$ cat src/hdl/pgmhf_pkg.sv
`default_nettype none

package pgmhf_pkg;

   localparam int MAX_WIDTH  = 64;
   localparam int MAX_HEIGHT = 4096;

   // row store holds one full row at most
   localparam int ROW_DEPTH = MAX_WIDTH;
   localparam int ROW_AW    = $clog2(ROW_DEPTH);

   localparam logic signed [15:0] MAX_WIDTH_S  = 16'(MAX_WIDTH);
   localparam logic signed [15:0] MAX_HEIGHT_S = 16'(MAX_HEIGHT);
   localparam logic signed [15:0] MAXVAL_S     = 16'sd255;

   typedef enum logic [1:0] {
      KIND_HEADER = 2'd0,
      KIND_PIXEL  = 2'd1,
      KIND_ERROR  = 2'd2
   } kind_type;

   typedef enum logic [3:0] {
      ERR_NONE       = 4'd0,
      ERR_NO_WIDTH   = 4'd1,
      ERR_NO_HEIGHT  = 4'd2,
      ERR_NOT_P2     = 4'd3,
      ERR_NO_MAXVAL  = 4'd4,
      ERR_EXTRA_DATA = 4'd5,
      ERR_PIX_RANGE  = 4'd6,
      ERR_WORD_PIX   = 4'd7,
      ERR_SIZE       = 4'd8
   } err_type;

   typedef enum logic [1:0] {
      PH_WIDTH  = 2'd0,
      PH_HEIGHT = 2'd1,
      PH_MAXVAL = 2'd2,
      PH_PIXELS = 2'd3
   } phase_type;

   typedef struct packed {
      logic              is_number;
      logic              is_p2_word;
      logic signed [15:0] token_value;
   } req_type;

   typedef struct packed {
      kind_type    out_kind;
      logic [7:0]  pixel_out;
      logic [6:0]  width_out;
      logic [12:0] height_out;
      err_type     error_code;
      logic [18:0] error_index;
      logic        last;
   } rsp_type;

   // parser to readout/output stage
   typedef struct packed {
      logic              emit;
      rsp_type           rsp;
      logic              wr_en;
      logic [ROW_AW-1:0] wr_addr;
      logic [7:0]        wr_data;
      logic              row_done;
      logic [6:0]        row_len;
   } event_type;

endpackage

`default_nettype wire

$ cat src/hdl/pgm_horizontal_flip.sv
`default_nettype none

// Mirrors each row of a plain-PGM (P2) image arriving as a token stream.
// The header (P2, width 1..64, height 1..4096, 255) produces one header
// transfer carrying width and height; after that every pixel token is
// written into a 64-entry row RAM, and when a row is complete it is read
// back in reverse column order, one pixel transfer per cycle while
// rsp_ready is high, with last set on the final pixel of the row. The
// first fault produces one error transfer (dense code, plus the pixel
// index for range and word faults) and latches: all later tokens are
// taken and dropped. Trailing words after the image are ignored; a short
// image is not reported. Rate: one token per cycle while no row ends and
// the rsp side does not stall. The token that ends a row holds req_ready
// low while the row RAM's single read port streams the row out, and a
// stalled rsp side holds it low longer; header and error transfers do not.
// Output is registered; a token is taken only when the output register is
// empty or its result leaves in the same cycle.

module pgm_horizontal_flip
   import pgmhf_pkg::*;
(
   input  wire logic    clock,
   input  wire logic    reset,
   input  wire logic    req_valid,
   output      logic    req_ready,
   input  wire req_type req_data,
   output      logic    rsp_valid,
   input  wire logic    rsp_ready,
   output      rsp_type rsp_data
);

   event_type         ev;
   logic              accept;
   logic              busy;
   logic              rd_en;
   logic [ROW_AW-1:0] rd_addr;
   logic [7:0]        rd_data;

   // no token during row readout; a token may need the output register
   assign req_ready = !busy && (!rsp_valid || rsp_ready);
   assign accept    = req_valid && req_ready;

   pgmhf_parser u_parser (
      .clock  (clock),
      .reset  (reset),
      .accept (accept),
      .req    (req_data),
      .ev     (ev)
   );

   pgmhf_row_ram u_row_ram (
      .clock   (clock),
      .wr_en   (ev.wr_en),
      .wr_addr (ev.wr_addr),
      .wr_data (ev.wr_data),
      .rd_en   (rd_en),
      .rd_addr (rd_addr),
      .rd_data (rd_data)
   );

   pgmhf_out_stage u_out_stage (
      .clock     (clock),
      .reset     (reset),
      .ev        (ev),
      .rd_data   (rd_data),
      .rd_en     (rd_en),
      .rd_addr   (rd_addr),
      .busy      (busy),
      .rsp_valid (rsp_valid),
      .rsp_ready (rsp_ready),
      .rsp_data  (rsp_data)
   );

endmodule

`default_nettype wire

$ cat src/hdl/pgmhf_row_ram.sv
`default_nettype none

module pgmhf_row_ram
   import pgmhf_pkg::*;
(
   input  wire logic              clock,
   input  wire logic              wr_en,
   input  wire logic [ROW_AW-1:0] wr_addr,
   input  wire logic [7:0]        wr_data,
   input  wire logic              rd_en,
   input  wire logic [ROW_AW-1:0] rd_addr,
   output      logic [7:0]        rd_data
);

   logic [7:0] mem [ROW_DEPTH];
   logic [7:0] rd_data_ff;

   always_ff @(posedge clock) begin
      if (wr_en) begin
         mem[wr_addr] <= wr_data;
      end
   end

   // read data held until the next read
   always_ff @(posedge clock) begin
      if (rd_en) begin
         rd_data_ff <= mem[rd_addr];
      end
   end

   assign rd_data = rd_data_ff;

endmodule

`default_nettype wire

$ cat src/hdl/pgmhf_parser.sv
`default_nettype none

module pgmhf_parser
   import pgmhf_pkg::*;
(
   input  wire logic    clock,
   input  wire logic    reset,
   input  wire logic    accept,
   input  wire req_type req,
   output      event_type ev
);

   phase_type   phase_ff, phase_in;
   logic        magic_ff;
   logic [6:0]  width_ff;
   logic [12:0] height_ff;
   logic [18:0] total_ff;
   logic [18:0] seen_ff;
   logic [6:0]  col_ff;
   logic        err_ff;

   logic        fail;
   err_type     code;
   logic [18:0] idx;
   logic        set_magic;
   logic        adv;
   logic        store;
   logic        hdr;
   logic [6:0]  col_inc;
   logic        row_end;
   logic        v_nonpos;
   logic        v_pix_bad;

   assign col_inc   = col_ff + 7'd1;
   assign row_end   = (col_inc == width_ff);
   assign v_nonpos  = (req.token_value <= 16'sd0);
   assign v_pix_bad = req.token_value[15] || (req.token_value > MAXVAL_S);

   // token decode
   always_comb begin
      fail      = 1'b0;
      code      = ERR_NONE;
      idx       = '0;
      set_magic = 1'b0;
      adv       = 1'b0;
      store     = 1'b0;
      hdr       = 1'b0;
      if (accept && !err_ff) begin
         if (!req.is_number) begin
            case (phase_ff)
               PH_WIDTH: begin
                  if (req.is_p2_word) begin
                     set_magic = 1'b1;
                  end else begin
                     fail = 1'b1;
                     code = ERR_NOT_P2;
                  end
               end
               PH_PIXELS: begin
                  if (seen_ff < total_ff) begin
                     fail = 1'b1;
                     code = ERR_WORD_PIX;
                     idx  = seen_ff;
                  end
               end
               default: begin
                  fail = 1'b1;
                  code = ERR_WORD_PIX;
               end
            endcase
         end else begin
            case (phase_ff)
               PH_WIDTH: begin
                  if (v_nonpos) begin
                     fail = 1'b1;
                     code = ERR_NO_WIDTH;
                  end else if (req.token_value > MAX_WIDTH_S) begin
                     fail = 1'b1;
                     code = ERR_SIZE;
                  end else begin
                     adv = 1'b1;
                  end
               end
               PH_HEIGHT: begin
                  if (v_nonpos) begin
                     fail = 1'b1;
                     code = ERR_NO_HEIGHT;
                  end else if (req.token_value > MAX_HEIGHT_S) begin
                     fail = 1'b1;
                     code = ERR_SIZE;
                  end else begin
                     adv = 1'b1;
                  end
               end
               PH_MAXVAL: begin
                  if (!magic_ff) begin
                     fail = 1'b1;
                     code = ERR_NOT_P2;
                  end else if (req.token_value != MAXVAL_S) begin
                     fail = 1'b1;
                     code = ERR_NO_MAXVAL;
                  end else begin
                     adv = 1'b1;
                     hdr = 1'b1;
                  end
               end
               default: begin
                  if (seen_ff >= total_ff) begin
                     fail = 1'b1;
                     code = ERR_EXTRA_DATA;
                  end else if (v_pix_bad) begin
                     fail = 1'b1;
                     code = ERR_PIX_RANGE;
                     idx  = seen_ff;
                  end else begin
                     store = 1'b1;
                  end
               end
            endcase
         end
      end
   end

   // next phase
   always_comb begin
      phase_in = phase_ff;
      if (adv) begin
         case (phase_ff)
            PH_WIDTH:  phase_in = PH_HEIGHT;
            PH_HEIGHT: phase_in = PH_MAXVAL;
            default:   phase_in = PH_PIXELS;
         endcase
      end
   end

   // event towards output stage
   always_comb begin
      ev                 = '0;
      ev.emit            = fail || hdr;
      ev.rsp.out_kind    = fail ? KIND_ERROR : KIND_HEADER;
      ev.rsp.width_out   = hdr ? width_ff : 7'd0;
      ev.rsp.height_out  = hdr ? height_ff : 13'd0;
      ev.rsp.error_code  = code;
      ev.rsp.error_index = idx;
      ev.rsp.last        = 1'b1;
      ev.wr_en           = store;
      ev.wr_addr         = col_ff[ROW_AW-1:0];
      ev.wr_data         = req.token_value[7:0];
      ev.row_done        = store && row_end;
      ev.row_len         = width_ff;
   end

   always_ff @(posedge clock) begin
      if (reset) begin
         phase_ff  <= PH_WIDTH;
         magic_ff  <= 1'b0;
         width_ff  <= '0;
         height_ff <= '0;
         seen_ff   <= '0;
         col_ff    <= '0;
         err_ff    <= 1'b0;
      end else begin
         phase_ff <= phase_in;
         if (fail) begin
            err_ff <= 1'b1;
         end
         if (set_magic) begin
            magic_ff <= 1'b1;
         end
         if (adv && phase_ff == PH_WIDTH) begin
            width_ff <= req.token_value[6:0];
         end
         if (adv && phase_ff == PH_HEIGHT) begin
            height_ff <= req.token_value[12:0];
         end
         if (store) begin
            seen_ff <= seen_ff + 19'd1;
            col_ff  <= row_end ? 7'd0 : col_inc;
         end
      end
   end

   // registered from height_ff, so it settles before any pixel arrives
   always_ff @(posedge clock) begin
      total_ff <= 19'(width_ff) * 19'(height_ff);
   end

endmodule

`default_nettype wire

$ cat src/hdl/pgmhf_out_stage.sv
`default_nettype none

module pgmhf_out_stage
   import pgmhf_pkg::*;
(
   input  wire logic              clock,
   input  wire logic              reset,
   input  wire event_type         ev,
   input  wire logic [7:0]        rd_data,
   output      logic              rd_en,
   output      logic [ROW_AW-1:0] rd_addr,
   output      logic              busy,
   output      logic              rsp_valid,
   input  wire logic              rsp_ready,
   output      rsp_type           rsp_data
);

   logic [6:0]        left_ff;
   logic [ROW_AW-1:0] addr_ff;
   logic              pend_ff;
   logic              pend_last_ff;
   logic              out_valid_ff;
   rsp_type           out_data_ff;
   logic              move;
   rsp_type           pix_rsp;

   assign busy    = (left_ff != 7'd0) || pend_ff;
   assign move    = pend_ff && (!out_valid_ff || rsp_ready);
   assign rd_en   = (left_ff != 7'd0) && (!pend_ff || move);
   assign rd_addr = addr_ff;

   always_comb begin
      pix_rsp           = '0;
      pix_rsp.out_kind  = KIND_PIXEL;
      pix_rsp.pixel_out = rd_data;
      pix_rsp.last      = pend_last_ff;
   end

   always_ff @(posedge clock) begin
      if (reset) begin
         left_ff      <= '0;
         pend_ff      <= 1'b0;
         out_valid_ff <= 1'b0;
      end else begin
         if (ev.row_done) begin
            left_ff <= ev.row_len;
            addr_ff <= ROW_AW'(ev.row_len - 7'd1);
         end else if (rd_en) begin
            left_ff <= left_ff - 7'd1;
            addr_ff <= addr_ff - ROW_AW'(1);
         end
         if (rd_en) begin
            pend_ff      <= 1'b1;
            pend_last_ff <= (left_ff == 7'd1);
         end else if (move) begin
            pend_ff <= 1'b0;
         end
         if (ev.emit) begin
            out_valid_ff <= 1'b1;
            out_data_ff  <= ev.rsp;
         end else if (move) begin
            out_valid_ff <= 1'b1;
            out_data_ff  <= pix_rsp;
         end else if (rsp_ready) begin
            out_valid_ff <= 1'b0;
         end
      end
   end

   assign rsp_valid = out_valid_ff;
   assign rsp_data  = out_data_ff;

endmodule

`default_nettype wire

$ cat config.mk
export PLATFORM = sky130hd
export DESIGN_NAME = pgm_horizontal_flip
export DESIGN_NICKNAME = d
export VERILOG_FILES = /design/src/hdl/pgmhf_pkg.sv /design/src/hdl/pgm_horizontal_flip.sv /design/src/hdl/pgmhf_row_ram.sv /design/src/hdl/pgmhf_parser.sv /design/src/hdl/pgmhf_out_stage.sv
export SDC_FILE = /design/constraint.sdc
export NUM_CORES = 1
export LEC_CHECK = 0
export ABC_AREA = 0
export ABC_CLOCK_PERIOD_IN_PS = 5600
export BUFFER_PORTS_ARGS = -buffer_cell sky130_fd_sc_hd__clkbuf_2
export CAP_MARGIN = 20
export CELL_PAD_IN_SITES_DETAIL_PLACEMENT = 0
export CELL_PAD_IN_SITES_GLOBAL_PLACEMENT = 1
export CORE_ASPECT_RATIO = 1.2
export CORE_MARGIN = 2
export CORE_UTILIZATION = 49
export DETAILED_ROUTE_END_ITERATION = 8
export PLACE_DENSITY_LB_ADDON = 0.3
export SLEW_MARGIN = 10
export SYNTH_ARGS = -nofsm -noshare
export SYNTH_HDL_FRONTEND = slang
export SYNTH_SLANG_ARGS = --single-unit
$ cat constraint.sdc
create_clock -name clock -period 5.6 [get_ports clock]
set_input_delay 1.12 -clock clock [delete_from_list [all_inputs] [get_ports clock]]
set_output_delay 1.12 -clock clock [all_outputs]
set_load 0.005 [all_outputs]
==> metrics.yaml, run 1 <==
final_layout:
  n_antenna_cell: 0
  area_growth_pct: 13.8
  utilization_pct: 56.4
  drive_gt1_share_pct: 22.7
  fill_cells: 4667
  multi_input_area_um2: 9690
  seq_area_um2: 19000
  nets: 2110
sta:
  max_freq_mhz: 214
  tightest_slew_ns: 0.960
  finalCriticalPeriod_ns: 4.67
  setup-tns-final_ns: 0
  rsz0062_at_grt: "false"
  hold_viol: 0
  setup_viol: 0
  maxSlewHeadroom_pct: 35.5
  min_period_over_period_pct: 83.5
  slew_violations: 0
  clock_skew_ns: 0.0286
place:
  place_congestion: 0.881
  port_buffers: 77
  dp_hpwl_um: 46400
yosys:
  postSynthNetCount: 1971
  synthArstFlopShare_pct: 0
  syn_avg_cell_area_um2: 16.1
  netlist_top_cells_area: "edfxtp_1 (59%), mux4_2 (13%), dfxtp_1 (5.3%)"
  synth_top_area_cell: "edfxtp_1"
  yosys_warnings: 0
  postSynthCellCount: 1830
  synth_top_area_share_pct: 59.2
  ys_ff_latch: 659
  ys_seq_area_share_pct: 64.5
  synth_edf_count: 581
  synth_ff_type: "edfxtp_1"
  syn_area_um2: 29500
  synth_cell_types: 66
clocking:
  h-tree-depth: 3
  post-cts-setup-buffers: 0
  numCtsBuffers: 67
  clk_pin_slew_ns: 0.06
  cts_buffer_depth: 3
  hold_buffers: 0
  root_buffer: "clkbuf_16"
  cts_tree: "built"
  cts_num_sinks: 659
  cts_resized: 0
  clk_latency_ns: 0.61
die:
  start_util_pct: 49.5
  die_x_um: 228
  ios: 78
  die-area_um2: 62100
  die_y_um: 273
  core_um2: 59500
  core.rowCount: 98
critical_path:
  crit_arrival_ns: 5.21
  cp_slowest_cell: "dfxtp_1"
  cp_slowest_stage_delay_ns: 0.83
  path_buf_inv: 2
  cp_max_fo: 18
  worstPathRequired_ns: 6.14
  critPathKind: "reg -> reg"
  path_common_cell: "fa_1"
  cp-end-kind: "flip-flop"
  cp-start-kind: "flip-flop"
  timing.critical_path.max_delay_family: "adder cells"
  cp_cell_sequence: "and2_1 -> fa_1 -> fa_1 -> fa_1 -> inv_1 -> fa_1 -> inv_1 -> ha_1 -> and3_1 -> and3_1 -> nor3_1 -> or3_1 -> a211o_1 -> nand3_1"
grt:
  grt_util_all_layers_pct: 23.0
  overflow: 0
  grt_pass1_vias: 16910
  grt_max_degree: 131
  grt_pass1_wl_um: 106000
  antenna_found_initial: 0
route:
  post-route-drc-count: 0
  wirelength_um: 69800
  drt_iter0_markers: 1337
  detail-route-antenna-nets: 0
  vias: 16210
  viasPerCell: 5.74
  wire_per_inst_um: 24.7
  drt_pre_antenna_iters: 5
flow_run:
  maxCapViolations: 0
power_and_ir_drop:
  ir_drop_mv: 0.313
  p_leak_nw: 11.5
  powerDensity_nw_per_um2: 391
run_status:
  status: "finished, final reports clean"
hold_path:
  worstHoldPathType: "reg -> reg"
[Yosys cell counts (3+ instances only)]
cell / count
xor2_1: 7
nor2_1: 116
nor3_1: 16
a211oi_1: 29
o31ai_1: 8
a31oi_1: 7
dfxtp_1: 78
ha_1: 66
a21o_1: 7
buf_1: 20
nor4_2: 4
o41ai_1: 3
edfxtp_1: 581
nand3_1: 28
nand4_1: 12
or2_2: 5
and3_1: 17
mux2i_1: 13
and2_1: 76
nor4_1: 11
or3_1: 13
nand2_1: 72
buf_2: 3
nand4b_1: 4
nand3b_1: 11
inv_1: 119
or4_1: 10
o21ai_0: 39
a211o_1: 3
nor2b_1: 16
mux4_2: 168
nand2b_1: 19
a31o_2: 3
fa_1: 53
xnor2_1: 34
clkbuf_1: 72
a21oi_1: 49
[area by class of cell]
cell class,instances,area share [%]
Sequential cell,659,56.7
Multi-Input combinational cell,956,28.9
Clock buffer,81,5.35
Timing Repair Buffer,165,3.37
Tap cell,800,2.99
Clock inverter,41,1.35
Inverter,120,1.34
[registers in the layout, summed over array words and instances (netlist names), 2 cells and up]
signal / flops
u_row_ram.mem: 512
u_parser.height_ff: 13
u_parser.col_ff: 7
u_parser.seen_ff: 19
u_out_stage.rsp_data: 54
u_parser.width_ff: 7
u_parser.phase_ff: 2
u_parser.total_ff: 19
u_out_stage.rd_addr: 6
u_row_ram.rd_data: 8
u_out_stage.left_ff: 7
[cells by family (layout without fill, tap and decap cells)]
group,Yosys count,in the layout,synth area share (%)
muxes,183,183,13.4
xor gates and xnor gates,42,42,1.30
AOI/OAI and AO/OA,171,171,3.71
buffers and inverters,215,407,2.75
adders and majority gates,119,119,6.41
and+or+nand+nor,441,441,7.94
DFF,659,659,64.5
[worst paths after layout]
path | end | cells past startpoint | slack (ns) | startpoint
hold reg to reg | u_parser.err_ff | 2 | 0.52 | u_parser.err_ff
hold / removal | u_parser.err_ff | 2 | 0.52 | u_parser.err_ff
setup reg to reg | u_parser.total_ff[17] | 14 | 0.93 | u_parser.width_ff[5]
setup / recovery | u_parser.total_ff[17] | 14 | 0.93 | u_parser.width_ff[5]
[tightest hold or removal path: stages (launching register included)]
cell,delay (ns)
dfxtp_1,0.31
inv_1,0.09
a21oi_1,0.06
[per-layer routing]
metal | global-route usage, % | wire (um)
met5 | 0 | 0
met4 | 8.60 | 2190
met3 | 3.77 | 3530
met2 | 40.0 | 36100
met1 | 29.0 | 27900
[placed cells by master (no fill, tap or decap), types with 53 or more instances in the layout]
master / netlist / routed
inv_1: 119 / 119
nand2_1: 72 / 72
fa_1: 53 / 53
and2_1: 76 / 76
mux4_2: 168 / 168
buf_4: 0 / 82
ha_1: 66 / 66
clkbuf_2: 0 / 77
nor2_1: 116 / 116
clkbuf_16: 0 / 69
edfxtp_1: 581 / 581
dfxtp_1: 78 / 78
[report_power, final]
part,switching (W),internal (W),total [W]
Combinational,0.00145,0.00134,0.00279
Clock,0.00189,0.00267,0.00456
Sequential,0.000153,0.00559,0.00574
[per-stage QoR]
step	worst slack (ns)	std cells	hold slack (ns)	total power (W)	instance area (um2)
2_1_floorplan	0.894	1830	0.476	0.00761	29500
3_3_place_gp	0.910	2699	0.489	0.00864	31200
3_5_place_dp	0.920	2700	0.503	0.00868	31300
4_1_cts	0.922	2822	0.513	0.0132	33500
5_1_grt	0.693	2822	0.541	0.0136	33500
6_report	0.926	2822	0.516	0.0131	33500
(Power assumes the default switching activity.)
==> run 2, diff against run 1 <==
--- a/config.mk
+++ b/config.mk
@@ -5,15 +5,15 @@
 export SDC_FILE = /design/constraint.sdc
 export NUM_CORES = 1
 export LEC_CHECK = 0
-export ABC_AREA = 0
-export ABC_CLOCK_PERIOD_IN_PS = 5600
+export ABC_AREA = 1
+export ABC_CLOCK_PERIOD_IN_PS = 4600
 export BUFFER_PORTS_ARGS = -buffer_cell sky130_fd_sc_hd__clkbuf_2
 export CAP_MARGIN = 20
 export CELL_PAD_IN_SITES_DETAIL_PLACEMENT = 0
 export CELL_PAD_IN_SITES_GLOBAL_PLACEMENT = 1
 export CORE_ASPECT_RATIO = 1.2
 export CORE_MARGIN = 2
-export CORE_UTILIZATION = 49
+export CORE_UTILIZATION = 51
 export DETAILED_ROUTE_END_ITERATION = 8
 export PLACE_DENSITY_LB_ADDON = 0.3
 export SLEW_MARGIN = 10
==> constraint.sdc (replaced) <==
create_clock -name clock -period 4.6 [get_ports clock]
set_input_delay 0.92 -clock clock [delete_from_list [all_inputs] [get_ports clock]]
set_output_delay 0.92 -clock clock [all_outputs]
set_load 0.005 [all_outputs]
==> run 2 against run 1 <==
  * Clock skew up 0.0011 ns
  * Global-route usage up 3.7 points
  * Worst setup slack worse by 0.54 ns
  * Critical path depth up 2
  * Via count up 29%
  * Power up 26%
==> metrics.yaml, run 2 <==
die:
  core_um2: 58400  # -1.8%
  die_y_um: 270  # -0.89%
  die-area_um2: 61000  # -1.8%
  core.rowCount: 97  # -1.0%
  start_util_pct: 51.6  # +2.0 points
  ios: 78  # unchanged
  die_x_um: 226  # -0.89%
yosys:
  synth.area.mux_share_pct: 0  # -13 points
  postSynthCellCount: 2783  # +52%
  synthArstFlopShare_pct: 0  # unchanged
  synth_fa_ha_area_share_pct: 6.27  # -0.14 points
  postSynthNetCount: 2924  # +48%
  synth_top_cells_by_count: "edfxtp_1 (581), nor2_1 (529), o21ai_0 (345), nand2_1 (267), inv_1 (260)"
  synth_top_area_cell: "edfxtp_1"
  synth_simple_gate_area_share_pct: 13.2  # +5.3 points
  yosys_warnings: 0  # unchanged
  synth_top_area_share_pct: 58.0  # -1.3 points
  synth.most_common_cell: "edfxtp_1"
  syn_area_um2: 30100  # +2.2%
  synth_ff_type: "edfxtp_1"
  netlist_top_cells_area: "edfxtp_1 (58%), nor2_1 (6.6%), o21ai_0 (5.7%)"
  ys_seq_area_share_pct: 63.1  # -1.4 points
  ys_ff_latch: 659  # unchanged
  synth_xor_area_share_pct: 0.902  # -0.39 points
  syn_avg_cell_area_um2: 10.8  # -33%
  synth-compound-area-share_pct: 11.1  # +7.4 points
  synth_cell_types: 51  # -23%
  synth_top_family_by_area: "simple AND/OR/NAND/NOR gates"
  synth_edf_count: 581  # unchanged
final_layout:
  instances_no_fill: 3732  # +32%
  max_flop_register: "u_row_ram.mem"
  mostFrequentLayoutCell: "edfxtp_1"
  area_growth_pct: 13.0
  mostFrequentLayoutCells: "edfxtp_1 (581), nor2_1 (529), o21ai_0 (342)"
  drive_gt1_share_pct: 11.3  # -11 points
  nets: 3029  # +44%
  largest_register_ffs: 512  # unchanged
place:
  port_buffers: 77  # unchanged
  dp_hpwl_um: 51900  # +12%
  dp_cells: 3611  # +34%
  place_congestion: 0.921  # +4.6%
route:
  wirelength_um: 80600  # +16%
  vias: 20970  # +29%
  drt_pre_antenna_iters: 5  # unchanged
  post-route-drc-count: 0  # unchanged
  detail-route-antenna-nets: 0  # unchanged
  viasPerCell: 5.62  # -2.2%
  wire_per_inst_um: 21.6  # -13%
  drt_iter0_markers: 1902  # +42%
sta:
  tightest_slew_ns: 0.981  # +0.0207 ns
  maxSlewHeadroom_pct: 34.5  # -0.92 points
  hold_viol: 0  # unchanged
  min_period_over_period_pct: 91.7  # +8.2 points
  max_freq_mhz: 237  # +11%
  slew_violations: 0  # unchanged
  rsz0062_at_grt: "false"
  clock_skew_ns: 0.0298  # +0.00112 ns
  setup_viol: 0  # unchanged
  finalCriticalPeriod_ns: 4.22  # -0.457 ns
  setup-tns-final_ns: 0  # unchanged
critical_path:
  crit_arrival_ns: 4.75  # -0.46 ns
  cp_max_fo: 9  # -9
  worstPathRequired_ns: 5.13  # -1.01 ns
  critPathKind: "reg -> reg"
  cp-start-kind: "flip-flop"
  cp-end-kind: "flip-flop"
grt:
  overflow: 0  # unchanged
  grt_util_all_layers_pct: 26.7  # +3.7 points
  grt_max_degree: 151  # +15%
  grt_pass1_vias: 20921  # +24%
  grt_pass1_wl_um: 123000  # +15%
  antenna_found_initial: 4  # +4
power_and_ir_drop:
  p_leak_nw: 12.7  # +11%
  p_clk_share_pct: 33.3  # -1.5 points
  p_int_w: 0.0111  # +16%
  p_comb_share_pct: 24.9  # +3.6 points
  p_sw_w: 0.00534  # +53%
  sw_frac_of_total_pct: 32.5  # +5.8 points
  ir_drop_mv: 0.451  # +44%
  seq_power_share_pct: 41.9  # -1.9 points
  powerDensity_nw_per_um2: 484  # +24%
clocking:
  h-tree-depth: 3  # unchanged
  root_buffer: "clkbuf_16"
  cts_buffer_depth: 3  # unchanged
  clk_latency_ns: 0.62  # about the same
  cts_num_sinks: 659  # unchanged
  numCtsBuffers: 67  # unchanged
  cts_tree: "built"
  hold_buffers: 0  # unchanged
  clk_pin_slew_ns: 0.06  # about the same
hold_path:
  worstHoldPathType: "reg -> reg"
run_status:
  status: "finished, final reports clean"
flow_run:
  maxCapViolations: 0  # unchanged
[run 2: cell count changes after synthesis, moves of 19 or more]
cell	before	now
a211oi_1	29	5
and2_1	76	0
clkbuf_1	72	136
inv_1	119	260
mux4_2	168	0
nand2_1	72	267
nand2b_1	19	0
nor2_1	116	529
nor3_1	16	54
o21ai_0	39	345
o22ai_1	1	139
xnor2_1	34	10
[run 2: timing repair]
action	CTS	global route
gates resized for setup	0	7
endpoints found under the setup margin	0	4
setup buffers	0	0
[run 2: cell type report]
type / instances / area, um2
clock buffer: 83 / 1750
clock inverter: 34 / 435
inverter: 270 / 1020
sequential: 659 / 19000
multi-input combinational: 1702 / 9480
fill: 4843 / 24400
antenna: 4 / 10.0
timing repair buffer: 188 / 1320
tap: 792 / 991
[run 2: power groups by stage]
stage	logic, W	clock network [W]	registers [W]
after floorplan	0.00251	0	0.00696
after global placement	0.00396	0	0.00700
after detailed placement	0.00404	0	0.00700
after CTS	0.00406	0.00555	0.00688
after global routing	0.00441	0.00579	0.00690
final	0.00409	0.00548	0.00688
[run 2: metrics by stage]
stage	util [%]	hold WS [ns]	cell area, um2	power [W]	setup slack, ns
6_report	58.3	0.485	34000	0.0164	0.383
2_1_floorplan	-	0.450	30100	0.00947	0.170
5_1_grt	58.3	0.519	34000	0.0171	0.0142
3_5_place_dp	54.5	0.476	31800	0.0110	0.154
4_1_cts	58.2	0.483	34000	0.0165	0.136
3_3_place_gp	54.5	0.466	31800	0.0110	0.175
[run 2: critical path: stages, from the launching register on]
cell and delay [ns]:
dfxtp_1 0.51, nand2_1 0.10, inv_1 0.09, fa_1 0.40, fa_1 0.46, fa_1 0.49
inv_1 0.05, fa_1 0.47, inv_1 0.05, ha_1 0.32, a21oi_1 0.14, a21boi_1 0.24
o211ai_1 0.11, o21ai_0 0.19, o21ai_2 0.14, a21oi_1 0.21, xor2_1 0.17
[run 2: path summary, 6_finish.rpt]
kind,startpoint,endpoint,slack [ns],cells after the start
worst min register to register,u_parser.col_ff[6],u_parser.col_ff[6],0.49,2
worst max register to register,u_parser.height_ff[3],u_parser.total_ff[16],0.38,16
worst min-delay path,u_parser.col_ff[6],u_parser.col_ff[6],0.49,2
worst max-delay path,u_parser.height_ff[3],u_parser.total_ff[16],0.38,16
[run 2: metal layers]
metal | routed length, um | global-route usage (%) | up-vias
met5 | 0 | 0 | -
met4 | 3200 | 11.9 | 0
met3 | 4030 | 3.21 | 143
met2 | 40700 | 45.9 | 618
met1 | 32600 | 33.7 | 10348
li1 | - | - | 9861
[run 2: kinds of logic after synthesis]
kind of cell,after synthesis
AND/OR/NAND/NOR,956
flip-flops,659
AO/OA/AOI/OAI,596
buffers and inverters,422
adder cells (fa/ha/maj),119
XOR/XNOR,31
